File: config.mk
export PLATFORM = sky130hd
export DESIGN_NAME = neuron_dot_product_activation_unit
export DESIGN_NICKNAME = d
export VERILOG_FILES = /design/src/rtl/ndpa_pkg.sv /design/src/rtl/neuron_dot_product_activation_unit.sv
export SDC_FILE = /design/constraint.sdc
export NUM_CORES = 2
export LEC_CHECK = 0
export BUFFER_PORTS_ARGS = -buffer_cell sky130_fd_sc_hd__clkbuf_2
export CAP_MARGIN = 15
export CORE_ASPECT_RATIO = 1.75
export CORE_MARGIN = 4
export CORE_UTILIZATION = 30
export DETAILED_ROUTE_END_ITERATION = 6
export GPL_TIMING_DRIVEN = 0
export HOLD_SLACK_MARGIN = 0.1
export PLACE_DENSITY = 0.53
export SETUP_SLACK_MARGIN = 0.15
export SLEW_MARGIN = 30
export SYNTH_ARGS = -nofsm -noshare
export SYNTH_HDL_FRONTEND = slang
export SYNTH_SLANG_ARGS = --single-unit
export TNS_END_PERCENT = 1
File: constraint.sdc
create_clock -name clk -period 7.3 [get_ports clk]
set_input_delay 0.365 -clock clk [delete_from_list [all_inputs] [get_ports clk]]
set_output_delay 0.365 -clock clk [all_outputs]
set_load 0.005 [all_outputs]
File: src/rtl/ndpa_pkg.sv
package ndpa_pkg;

  localparam int FRAC_BITS = 8;
  localparam int DATA_W    = 16;
  localparam int ACC_W     = 40;
  localparam int PROD_W    = 2 * DATA_W;
  localparam int SLOPE_W   = 8;
  localparam int MODE_W    = 3;
  localparam int CFG_IDX_W = 2;
  localparam int MAG_W     = DATA_W + 1;
  localparam int SIG_W     = (FRAC_BITS + 6 > MAG_W) ? FRAC_BITS + 6 : MAG_W;

  // activation codes; anything else passes through
  localparam logic [MODE_W-1:0] ACT_NONE    = MODE_W'(0);
  localparam logic [MODE_W-1:0] ACT_SIGMOID = MODE_W'(1);
  localparam logic [MODE_W-1:0] ACT_STEP    = MODE_W'(2);
  localparam logic [MODE_W-1:0] ACT_RELU    = MODE_W'(3);
  localparam logic [MODE_W-1:0] ACT_LEAKY   = MODE_W'(4);
  localparam logic [MODE_W-1:0] ACT_TANH    = MODE_W'(5);

  // configuration register indexes
  localparam logic [CFG_IDX_W-1:0] CFG_MODE  = CFG_IDX_W'(0);
  localparam logic [CFG_IDX_W-1:0] CFG_BIAS  = CFG_IDX_W'(1);
  localparam logic [CFG_IDX_W-1:0] CFG_SLOPE = CFG_IDX_W'(2);

  localparam logic [SLOPE_W-1:0] SLOPE_RESET = SLOPE_W'(3);

  // sigmoid breakpoints and offsets, in units of one
  localparam logic [SIG_W-1:0] SIG_ONE  = SIG_W'(1 << FRAC_BITS);
  localparam logic [SIG_W-1:0] SIG_SAT  = SIG_W'(5 << FRAC_BITS);
  localparam logic [SIG_W-1:0] SIG_MID  = SIG_W'((19 << FRAC_BITS) >> 3);
  localparam logic [SIG_W-1:0] SIG_OFS5 = SIG_W'(27 << FRAC_BITS);
  localparam logic [SIG_W-1:0] SIG_OFS3 = SIG_W'(5 << FRAC_BITS);
  localparam logic [SIG_W-1:0] SIG_OFS2 = SIG_W'(2 << FRAC_BITS);

  localparam logic signed [DATA_W-1:0] ONE_Q = DATA_W'(1 << FRAC_BITS);

  typedef struct packed {
    logic signed [DATA_W-1:0] data;
    logic                     sat;
  } result_t;

  // piecewise-linear sigmoid, result in 0..one
  function automatic logic [DATA_W-1:0] sigmoid_fx(input logic signed [MAG_W-1:0] x);
    logic [MAG_W-1:0] mag;
    logic [SIG_W-1:0] a;
    logic [SIG_W-1:0] y;
    logic [SIG_W-1:0] sum;
    mag = x[MAG_W-1] ? MAG_W'(-x) : MAG_W'(x);
    a   = SIG_W'(mag);
    if (a >= SIG_SAT) begin
      y = SIG_ONE;
    end else if (a >= SIG_MID) begin
      sum = a + SIG_OFS5;
      y   = sum >> 5;
    end else if (a >= SIG_ONE) begin
      sum = a + SIG_OFS3;
      y   = sum >> 3;
    end else begin
      sum = a + SIG_OFS2;
      y   = sum >> 2;
    end
    if (x[MAG_W-1]) begin
      y = SIG_ONE - y;
    end
    return DATA_W'(y);
  endfunction

endpackage

File: src/rtl/neuron_dot_product_activation_unit.sv
// Single neuron: streaming multiply-accumulate followed by an activation.
// Input stream: one transaction per (value, weight) pair, in_tlast closes the
// dot product and its own product is included. Products are summed in a 40-bit
// saturating accumulator. On the last transaction the bias is added, the sum
// is rounded to Q8.8 and clipped, then identity, sigmoid, step, ReLU, leaky
// ReLU or tanh is applied per the mode register.
// Output stream: one transaction per closed dot product; tuser flags that the
// accumulator or the pre-activation was clipped.
// Throughput: one input transaction per cycle unless out_tready back-pressure
// stalls it, limited by the accumulator add loop. A result passes through the
// input reg, product, accumulate, bias, round/clip and activation registers.
// Each stage moves on when the next one is empty or moving, so input keeps
// flowing while a result waits on out_tready until every stage has filled.
// Reset (synchronous, rst_n low) empties the pipeline, clears the sum and
// loads mode 0, bias 0, slope 3. Configuration is written through cfg_wr_en;
// the user must do so while the stream is idle, the block does not enforce it.
module neuron_dot_product_activation_unit (
  input  logic                      clk,
  input  logic                      rst_n,
  input  logic                      in_tvalid,
  output logic                      in_tready,
  input  logic [ndpa_pkg::PROD_W-1:0] in_tdata,  // in_value[15:0], weight[31:16]
  input  logic                      in_tlast,     // is_last
  output logic                      out_tvalid,
  input  logic                      out_tready,
  output logic [ndpa_pkg::DATA_W-1:0] out_tdata, // activation_out[15:0]
  output logic                      out_tuser,    // saturated
  input  logic                      cfg_wr_en,
  input  logic [ndpa_pkg::CFG_IDX_W-1:0] cfg_index,
  input  logic [ndpa_pkg::DATA_W-1:0] cfg_wdata
);
  import ndpa_pkg::*;

  localparam logic signed [ACC_W:0] SUM_MAX = {2'b00, {(ACC_W-1){1'b1}}};
  localparam logic signed [ACC_W:0] SUM_MIN = {2'b11, {(ACC_W-1){1'b0}}};
  localparam logic signed [ACC_W:0] RND_HALF = (ACC_W+1)'(1) <<< (FRAC_BITS - 1);
  localparam logic signed [ACC_W:0] OUT_MAX = (ACC_W+1)'((1 << (DATA_W-1)) - 1);
  localparam logic signed [ACC_W:0] OUT_MIN = -((ACC_W+1)'(1 << (DATA_W-1)));
  localparam logic signed [DATA_W+1:0] ONE_W = (DATA_W+2)'(1 << FRAC_BITS);

  // configuration
  logic [MODE_W-1:0]        mode_r;
  logic signed [DATA_W-1:0] bias_r;
  logic [SLOPE_W-1:0]       slope_r;

  // stage valids
  logic v_in_r, v_prod_r, v_fin_r, v_pre_r, v_x_r, out_valid_r;
  logic adv_in, adv_prod, adv_fin, adv_pre, adv_x;
  logic free_prod, free_fin, free_pre, free_x, free_out;

  // payload
  logic signed [DATA_W-1:0] val_r, wgt_r;
  logic                     last_in_r, last_prod_r;
  logic signed [PROD_W-1:0] prod_r;
  logic signed [ACC_W-1:0]  sum_r, sum_nxt;
  logic                     sum_clip_r, sum_clip_nxt;
  logic signed [ACC_W-1:0]  fin_sum_r;
  logic                     fin_clip_r;
  logic signed [ACC_W-1:0]  pre_sum_r;
  logic                     pre_clip_r;
  logic signed [DATA_W-1:0] x_r;
  logic                     x_clip_r;
  result_t                  out_r;

  // ready chain from the output register back
  assign free_out  = !out_valid_r || out_tready;
  assign adv_x     = v_x_r && free_out;
  assign free_x    = !v_x_r || adv_x;
  assign adv_pre   = v_pre_r && free_x;
  assign free_pre  = !v_pre_r || adv_pre;
  assign adv_fin   = v_fin_r && free_pre;
  assign free_fin  = !v_fin_r || adv_fin;
  // non-last items only touch the accumulator and need no downstream slot
  assign adv_prod  = v_prod_r && (!last_prod_r || free_fin);
  assign free_prod = !v_prod_r || adv_prod;
  assign adv_in    = v_in_r && free_prod;
  assign in_tready = !v_in_r || adv_in;

  always_ff @(posedge clk) begin
    if (!rst_n) begin
      mode_r  <= ACT_NONE;
      bias_r  <= '0;
      slope_r <= SLOPE_RESET;
    end else if (cfg_wr_en) begin
      case (cfg_index)
        CFG_MODE:  mode_r  <= cfg_wdata[MODE_W-1:0];
        CFG_BIAS:  bias_r  <= $signed(cfg_wdata);
        CFG_SLOPE: slope_r <= cfg_wdata[SLOPE_W-1:0];
        default: ;
      endcase
    end
  end

  // accumulate with saturation
  logic signed [ACC_W:0] acc_sum;
  always_comb begin
    acc_sum = (ACC_W+1)'(sum_r) + (ACC_W+1)'(prod_r);
    sum_clip_nxt = sum_clip_r;
    if (acc_sum[ACC_W] != acc_sum[ACC_W-1]) begin
      sum_nxt = acc_sum[ACC_W] ? SUM_MIN[ACC_W-1:0] : SUM_MAX[ACC_W-1:0];
      sum_clip_nxt = 1'b1;
    end else begin
      sum_nxt = acc_sum[ACC_W-1:0];
    end
  end

  // bias add with saturation
  logic signed [ACC_W:0] bias_ext, bias_sum;
  logic signed [ACC_W-1:0] pre_sum_nxt;
  logic                    pre_clip_nxt;
  always_comb begin
    bias_ext = (ACC_W+1)'(bias_r) <<< FRAC_BITS;
    bias_sum = (ACC_W+1)'(fin_sum_r) + bias_ext;
    pre_clip_nxt = fin_clip_r;
    if (bias_sum[ACC_W] != bias_sum[ACC_W-1]) begin
      pre_sum_nxt = bias_sum[ACC_W] ? SUM_MIN[ACC_W-1:0] : SUM_MAX[ACC_W-1:0];
      pre_clip_nxt = 1'b1;
    end else begin
      pre_sum_nxt = bias_sum[ACC_W-1:0];
    end
  end

  // round half up to output format, clip to 16 bits
  logic signed [ACC_W:0] rnd_t, rnd_q;
  logic signed [DATA_W-1:0] x_nxt;
  logic                     x_clip_nxt;
  always_comb begin
    rnd_t = (ACC_W+1)'(pre_sum_r) + RND_HALF;
    rnd_q = rnd_t >>> FRAC_BITS;
    x_clip_nxt = pre_clip_r;
    if (rnd_q > OUT_MAX) begin
      x_nxt = OUT_MAX[DATA_W-1:0];
      x_clip_nxt = 1'b1;
    end else if (rnd_q < OUT_MIN) begin
      x_nxt = OUT_MIN[DATA_W-1:0];
      x_clip_nxt = 1'b1;
    end else begin
      x_nxt = rnd_q[DATA_W-1:0];
    end
  end

  // activation
  logic signed [DATA_W+SLOPE_W:0] leaky_p;
  logic [DATA_W-1:0]              sig_y, tanh_s;
  logic signed [DATA_W+1:0]       tanh_t;
  result_t                        res_nxt;
  always_comb begin
    leaky_p = $signed(x_r) * $signed({1'b0, slope_r});
    sig_y   = sigmoid_fx(MAG_W'(x_r));
    tanh_s  = sigmoid_fx($signed({x_r, 1'b0}));
    tanh_t  = $signed({1'b0, tanh_s, 1'b0}) - ONE_W;
    res_nxt.sat = x_clip_r;
    case (mode_r)
      ACT_SIGMOID: res_nxt.data = $signed(sig_y);
      ACT_STEP:    res_nxt.data = x_r[DATA_W-1] ? '0 : ONE_Q;
      ACT_RELU:    res_nxt.data = x_r[DATA_W-1] ? '0 : x_r;
      ACT_LEAKY:   res_nxt.data = x_r[DATA_W-1] ? leaky_p[DATA_W+SLOPE_W-1:SLOPE_W] : x_r;
      ACT_TANH:    res_nxt.data = tanh_t[DATA_W-1:0];
      default:     res_nxt.data = x_r;
    endcase
  end

  // control
  always_ff @(posedge clk) begin
    if (!rst_n) begin
      v_in_r      <= 1'b0;
      v_prod_r    <= 1'b0;
      v_fin_r     <= 1'b0;
      v_pre_r     <= 1'b0;
      v_x_r       <= 1'b0;
      out_valid_r <= 1'b0;
      sum_r       <= '0;
      sum_clip_r  <= 1'b0;
    end else begin
      if (in_tready) v_in_r <= in_tvalid;
      if (free_prod) v_prod_r <= adv_in;
      if (free_fin)  v_fin_r <= adv_prod && last_prod_r;
      if (free_pre)  v_pre_r <= adv_fin;
      if (free_x)    v_x_r <= adv_pre;
      if (free_out)  out_valid_r <= adv_x;
      if (adv_prod) begin
        if (last_prod_r) begin
          sum_r      <= '0;
          sum_clip_r <= 1'b0;
        end else begin
          sum_r      <= sum_nxt;
          sum_clip_r <= sum_clip_nxt;
        end
      end
    end
  end

  // datapath
  always_ff @(posedge clk) begin
    if (in_tready && in_tvalid) begin
      val_r     <= $signed(in_tdata[DATA_W-1:0]);
      wgt_r     <= $signed(in_tdata[PROD_W-1:DATA_W]);
      last_in_r <= in_tlast;
    end
    if (adv_in) begin
      prod_r      <= val_r * wgt_r;
      last_prod_r <= last_in_r;
    end
    if (adv_prod && last_prod_r) begin
      fin_sum_r  <= sum_nxt;
      fin_clip_r <= sum_clip_nxt;
    end
    if (adv_fin) begin
      pre_sum_r  <= pre_sum_nxt;
      pre_clip_r <= pre_clip_nxt;
    end
    if (adv_pre) begin
      x_r      <= x_nxt;
      x_clip_r <= x_clip_nxt;
    end
    if (adv_x) begin
      out_r <= res_nxt;
    end
  end

  assign out_tvalid = out_valid_r;
  assign out_tdata  = out_r.data;
  assign out_tuser  = out_r.sat;

endmodule

Word level (Yosys, flattened, before mapping)
Cells that the tools add are included.
Storage, ports and cells
  logic and storage cells: 105
  bits in registers: 256
  output and inout bits: 19
Operators by class
  $add $sub $neg: 14
  equality and inequality tests: 9
  mux-type cells: 22
  $lt $le $gt $ge: 8
  reduce and logical (&&, ||, !) cells: 26
  multiply operators: 2
Operators by type and width (number)
  $mux W40: 5
  $mux W15: 8
  $pmux W16 S5: 1
  $mux W16: 3
  $add A40 B24 Y41: 1
  $add A40 B32 Y41: 1
  $add A40 B9 Y41 const B: 1
  $add A17 B10 Y17 const B: 2
  $add A17 B11 Y17 const B: 2
  $add A17 B13 Y17 const B: 2
  $ge A17 B10 Y1 const B: 2
  $ge A17 B11 Y1 const B: 2
  $ge A17 B9 Y1 const B: 2
  $mux W17: 2
  $gt A33 B16 Y1 const B: 1
  $lt A33 B16 Y1 const B: 1
  $mul A16 B16 Y32: 1
  $mul A16 B9 Y24: 1
  $neg A16 Y17: 1
  $neg A17 Y17: 1
  $sub A16 B9 Y16 const B: 1
  $sub A9 B15 Y16 const A: 1
  $sub A9 B15 Y15 const A: 1
  $mux W9: 1
  other kinds (13): 37

Logic depth before layout (Yosys ltp)
  word-level depth: 14
  depth in mapped cells: 27
  mapped depth without buffers: 26

Least setup slack after synthesis
No wires, ideal clock.
  path type: register to register
  start point: register wgt_r[14]
  end point: register prod_r[30], data pin
  setup time: 258 ps
  slack: 739 ps
  data arrival time: 6303 ps
  period minus slack after synthesis: 6561 ps
  stages on the path, launching flop included: 26
  cell sequence: edfxtp_1 -> clkbuf_1 -> nand2_1 -> fa_1 -> fa_1 -> inv_1 -> fa_1 -> inv_1 -> fa_1 -> fa_1 -> inv_1 -> fa_1 -> ha_1 -> a21o_1 -> a21o_1 -> a21oi_1 -> o21bai_1 -> a21o_1 -> a21o_1 -> a21oi_1 -> a21boi_0 -> o2111ai_1 -> nand3_1 -> a31o_2 -> a21oi_1 -> xnor2_1
On the way
  longest elaborated chain between the ends: 1
Ends and longest elaborated chain
  start, declared: line neuron_dot_product_activation_unit.sv:52  | logic signed [DATA_W-1:0] val_r, wgt_r;
  start signal, assigned: line neuron_dot_product_activation_unit.sv:197  | wgt_r <= $signed(in_tdata[PROD_W-1:DATA_W]);
  $mul A16 B16 Y32: line neuron_dot_product_activation_unit.sv:201  | prod_r <= val_r * wgt_r;
  end signal, assigned: line neuron_dot_product_activation_unit.sv:201
  end, declared: line neuron_dot_product_activation_unit.sv:54  | logic signed [PROD_W-1:0] prod_r;
Every way passes these cells.
A chain may end at the register's enable or synchronous reset.

Worst setup path in the final report
  start point: register wgt_r[11]
  end point: register prod_r[30], data pin
Same word-level chain as after synthesis.

==> impl_metrics.ini <==
[critical_path]
cp.required_ns = 7.60
critPathTopFamily = adder cells
cp-end-kind = flop
cp-start-kind = flop
slowest_stage = fa_1
max_stage_delay_ns = 0.54
critPathBufInv = 5
cp_max_fo = 10
worst-setup-path-type = reg2reg
path_common_cell = fa_1
critPathArrivalTime_ns = 7.25

[floorplanning]
die_h_um = 418
die-area_mm2 = 0.101
start_util = 0.302
core_area_mm2 = 0.0953
io_pins = 75
die_x_um = 242
rows = 150

[cells_and_area]
fillers = 9851
instances_no_fill = 4487
fin_nets = 3882
layout-drive-gt1-share = 0.0850
area_growth_syn_to_layout_pct = 14.2

[placement]
dpl.cell_count = 4340
port_buffers = 74
globalplace.congestion = 0.940
dp_hpwl_mm = 72.0

[sta]
slew_violations = 0
hold_ws_ns = 0.134
relSlewSlack = 0.361
rsz0062_at_grt = yes
max_freq_ghz = 0.144
fin_crit_sh = 0.951
setup_viol = 0
finClkSkew_ns = 0.0191
tightestPinTransition_ns = 0.959
hold_viol_final = 0
finalCriticalPeriod_ns = 6.95

[detailed_routing]
drt_first_pass_iters = 5
avgRoutedWirePerCell_um = 19.2
drt_iter0_drc = 967
drc_errors = 0
postRouteAntennaNets = 0
drt-total-wl_mm = 86.4
vias_per_cell = 4.94
vias = 22200

[logic_synthesis]
syn_inst = 3044
synth_cell_type_count = 98
syn_avg_cell_area_um2 = 9.45
synth-seq-cells = 242
syn-num-nets = 3679
yosys.cell_count.top_type = inv_1
synth_commonest_cells = inv_1 (432), nand2_1 (367), fa_1 (363), ha_1 (216), and2_1 (183)
ys.flop_type = edfxtp_1
synth_area_mm2 = 0.0288
synth_top_area_cell = fa_1
ys_async_sr_fraction = 0
ys_warn_count = 0
synth_top_area_frac = 0.253
synth_top_cells_by_area = fa_1 (25%), edfxtp_1 (18%), ha_1 (9.4%)
synth-edff-count = 168
ys_seq_area_frac = 0.227

[global_route]
grt_max_degree = 35
grt_usage = 0.172
grt_pass1_vias = 24300
antenna_found_initial = 1
overflow = 0
grt_pass1_wl_mm = 136

[clocking]
cts_root_buffer = clkbuf_16
clkTransAtPathRegs_ns = 0.06
numCtsBuffers = 31
cts_htree_levels = 1
cts_buffer_depth = 3
clk_latency_ns = 0.58
cts_tree = done
cts_sinks = 242

[power_and_ir_drop]
cellPowerDensity_mw_per_mm2 = 520
ir_drop_mv = 1.22
leakagePower_nw = 14.7

[min_path]
hold_path_class = in2reg

[status]
status = completed

[flow_run]
max_cap_violations = 0
## worst reg2reg max path, cell delays in order, from the launching register on
cell and delay, ns:
edfxtp_1 0.48, buf_4 0.24, and2_1 0.17, fa_1 0.43, fa_1 0.54, inv_1 0.05, fa_1 0.49, inv_1 0.06
fa_1 0.53, inv_1 0.06, fa_1 0.53, inv_1 0.06, fa_1 0.45, ha_2 0.33, a21o_1 0.19, a21o_1 0.17
a21oi_1 0.22, o21bai_1 0.10, a21o_1 0.19, a21o_1 0.17, a21oi_1 0.20, a21boi_1 0.14, o2111ai_2 0.21, nand3_1 0.14
a31o_2 0.27, a21oi_2 0.17, xnor2_2 0.10
## power breakdown
part	internal [W]	total [W]	switching, W
clock	0.000959	0.00156	0.000606
combinational	0.00575	0.0131	0.00734
sequential	0.00234	0.00243	0.0000880
## routing by layer
layer | track usage | wire length (um) | vias to the layer above
li1 | - | - | 10500
met1 | 0.158 | 28200 | 10900
met2 | 0.356 | 49300 | 530
met3 | 0.0143 | 2390 | 260
met4 | 0.104 | 6520 | 0
met5 | 0 | 0 | -
## layout by cell type (no fill, tap or decap), types with 61 or more instances in the layout
cell type  count
inv_1        431
nand2_1      367
fa_1         362
ha_1         213
and2_1       182
edfxtp_1     168
o21ai_0      135
nor2_1       113
xnor2_1      109
a21oi_1      102
clkbuf_2      90
clkbuf_1      76
dfxtp_1       74
a21o_1        64
xor2_1        61
## sequential cells by signal, summed over array words and instances, names as in the netlist, 3 cells and up
register,cells
bias_r,16
fin_sum_r,33
mode_r,3
out_tdata,16
pre_sum_r,33
prod_r,32
slope_r,8
sum_r,40
val_r,16
wgt_r,16
x_r,16
## final cells by class
cell class | count | area, um^2 | share of cell area
flip-flops and latches | 242 | 6530 | 0.199
clock inverters | 10 | 138 | 0.00419
diodes | 1 | 2.50 | 0.0000762
plain buffers | 119 | 586 | 0.0178
repair buffers | 171 | 1290 | 0.0393
well taps | 1216 | 1520 | 0.0463
clock buffers | 46 | 905 | 0.0275
multi-input cells | 2248 | 20300 | 0.616
inverters | 434 | 1630 | 0.0497
## final timing paths
path / startpoint / endpoint / slack (ns) / depth (start not counted)
max: wgt_r[11]$_DFFE_PP_ / prod_r[30]$_DFFE_PP_ / 0.35 / 26
min: cfg_wdata[2] / bias_r[2]$_SDFFE_PN0P_ / 0.13 / 3
max reg2reg: wgt_r[11]$_DFFE_PP_ / prod_r[30]$_DFFE_PP_ / 0.35 / 26
min reg2reg: last_in_r$_DFFE_PP_ / last_prod_r$_DFFE_PP_ / 0.45 / 0
## through the flow
step / setup WS [ns] / power [W] / setup TNS (ns) / area, um^2 / util
detailed placement: -0.508 / 0.0154 / -1.37 / 30800 / 0.323
finish: 0.354 / 0.0171 / 0 / 32900 / 0.345
CTS: 0.131 / 0.0173 / 0 / 32800 / 0.344
global placement: -1.36 / 0.0151 / -5.85 / 30700 / 0.322
floorplan: 0.739 / 0.0122 / 0 / 28800 / -
global route: 0.0994 / 0.0190 / 0 / 32900 / 0.345
## kinds of logic after synthesis
| group | share of synthesized area |
|---|---|
| DFF | 0.227 |
| and+or+nand+nor | 0.155 |
| muxes | 0.00935 |
| adders and majority gates | 0.349 |
| AOI/OAI and AO/OA | 0.132 |
| buffers and inverters | 0.0733 |
| xor gates and xnor gates | 0.0543 |
## repair_timing
item	CTS	global route
setup buffers	35	7
setup endpoints to repair	11	10
pin swaps	1	3
hold endpoints to repair	53	0
hold buffers	49	0
gates resized for setup	57	40
Note: power is estimated with default switching activity, not from simulation.
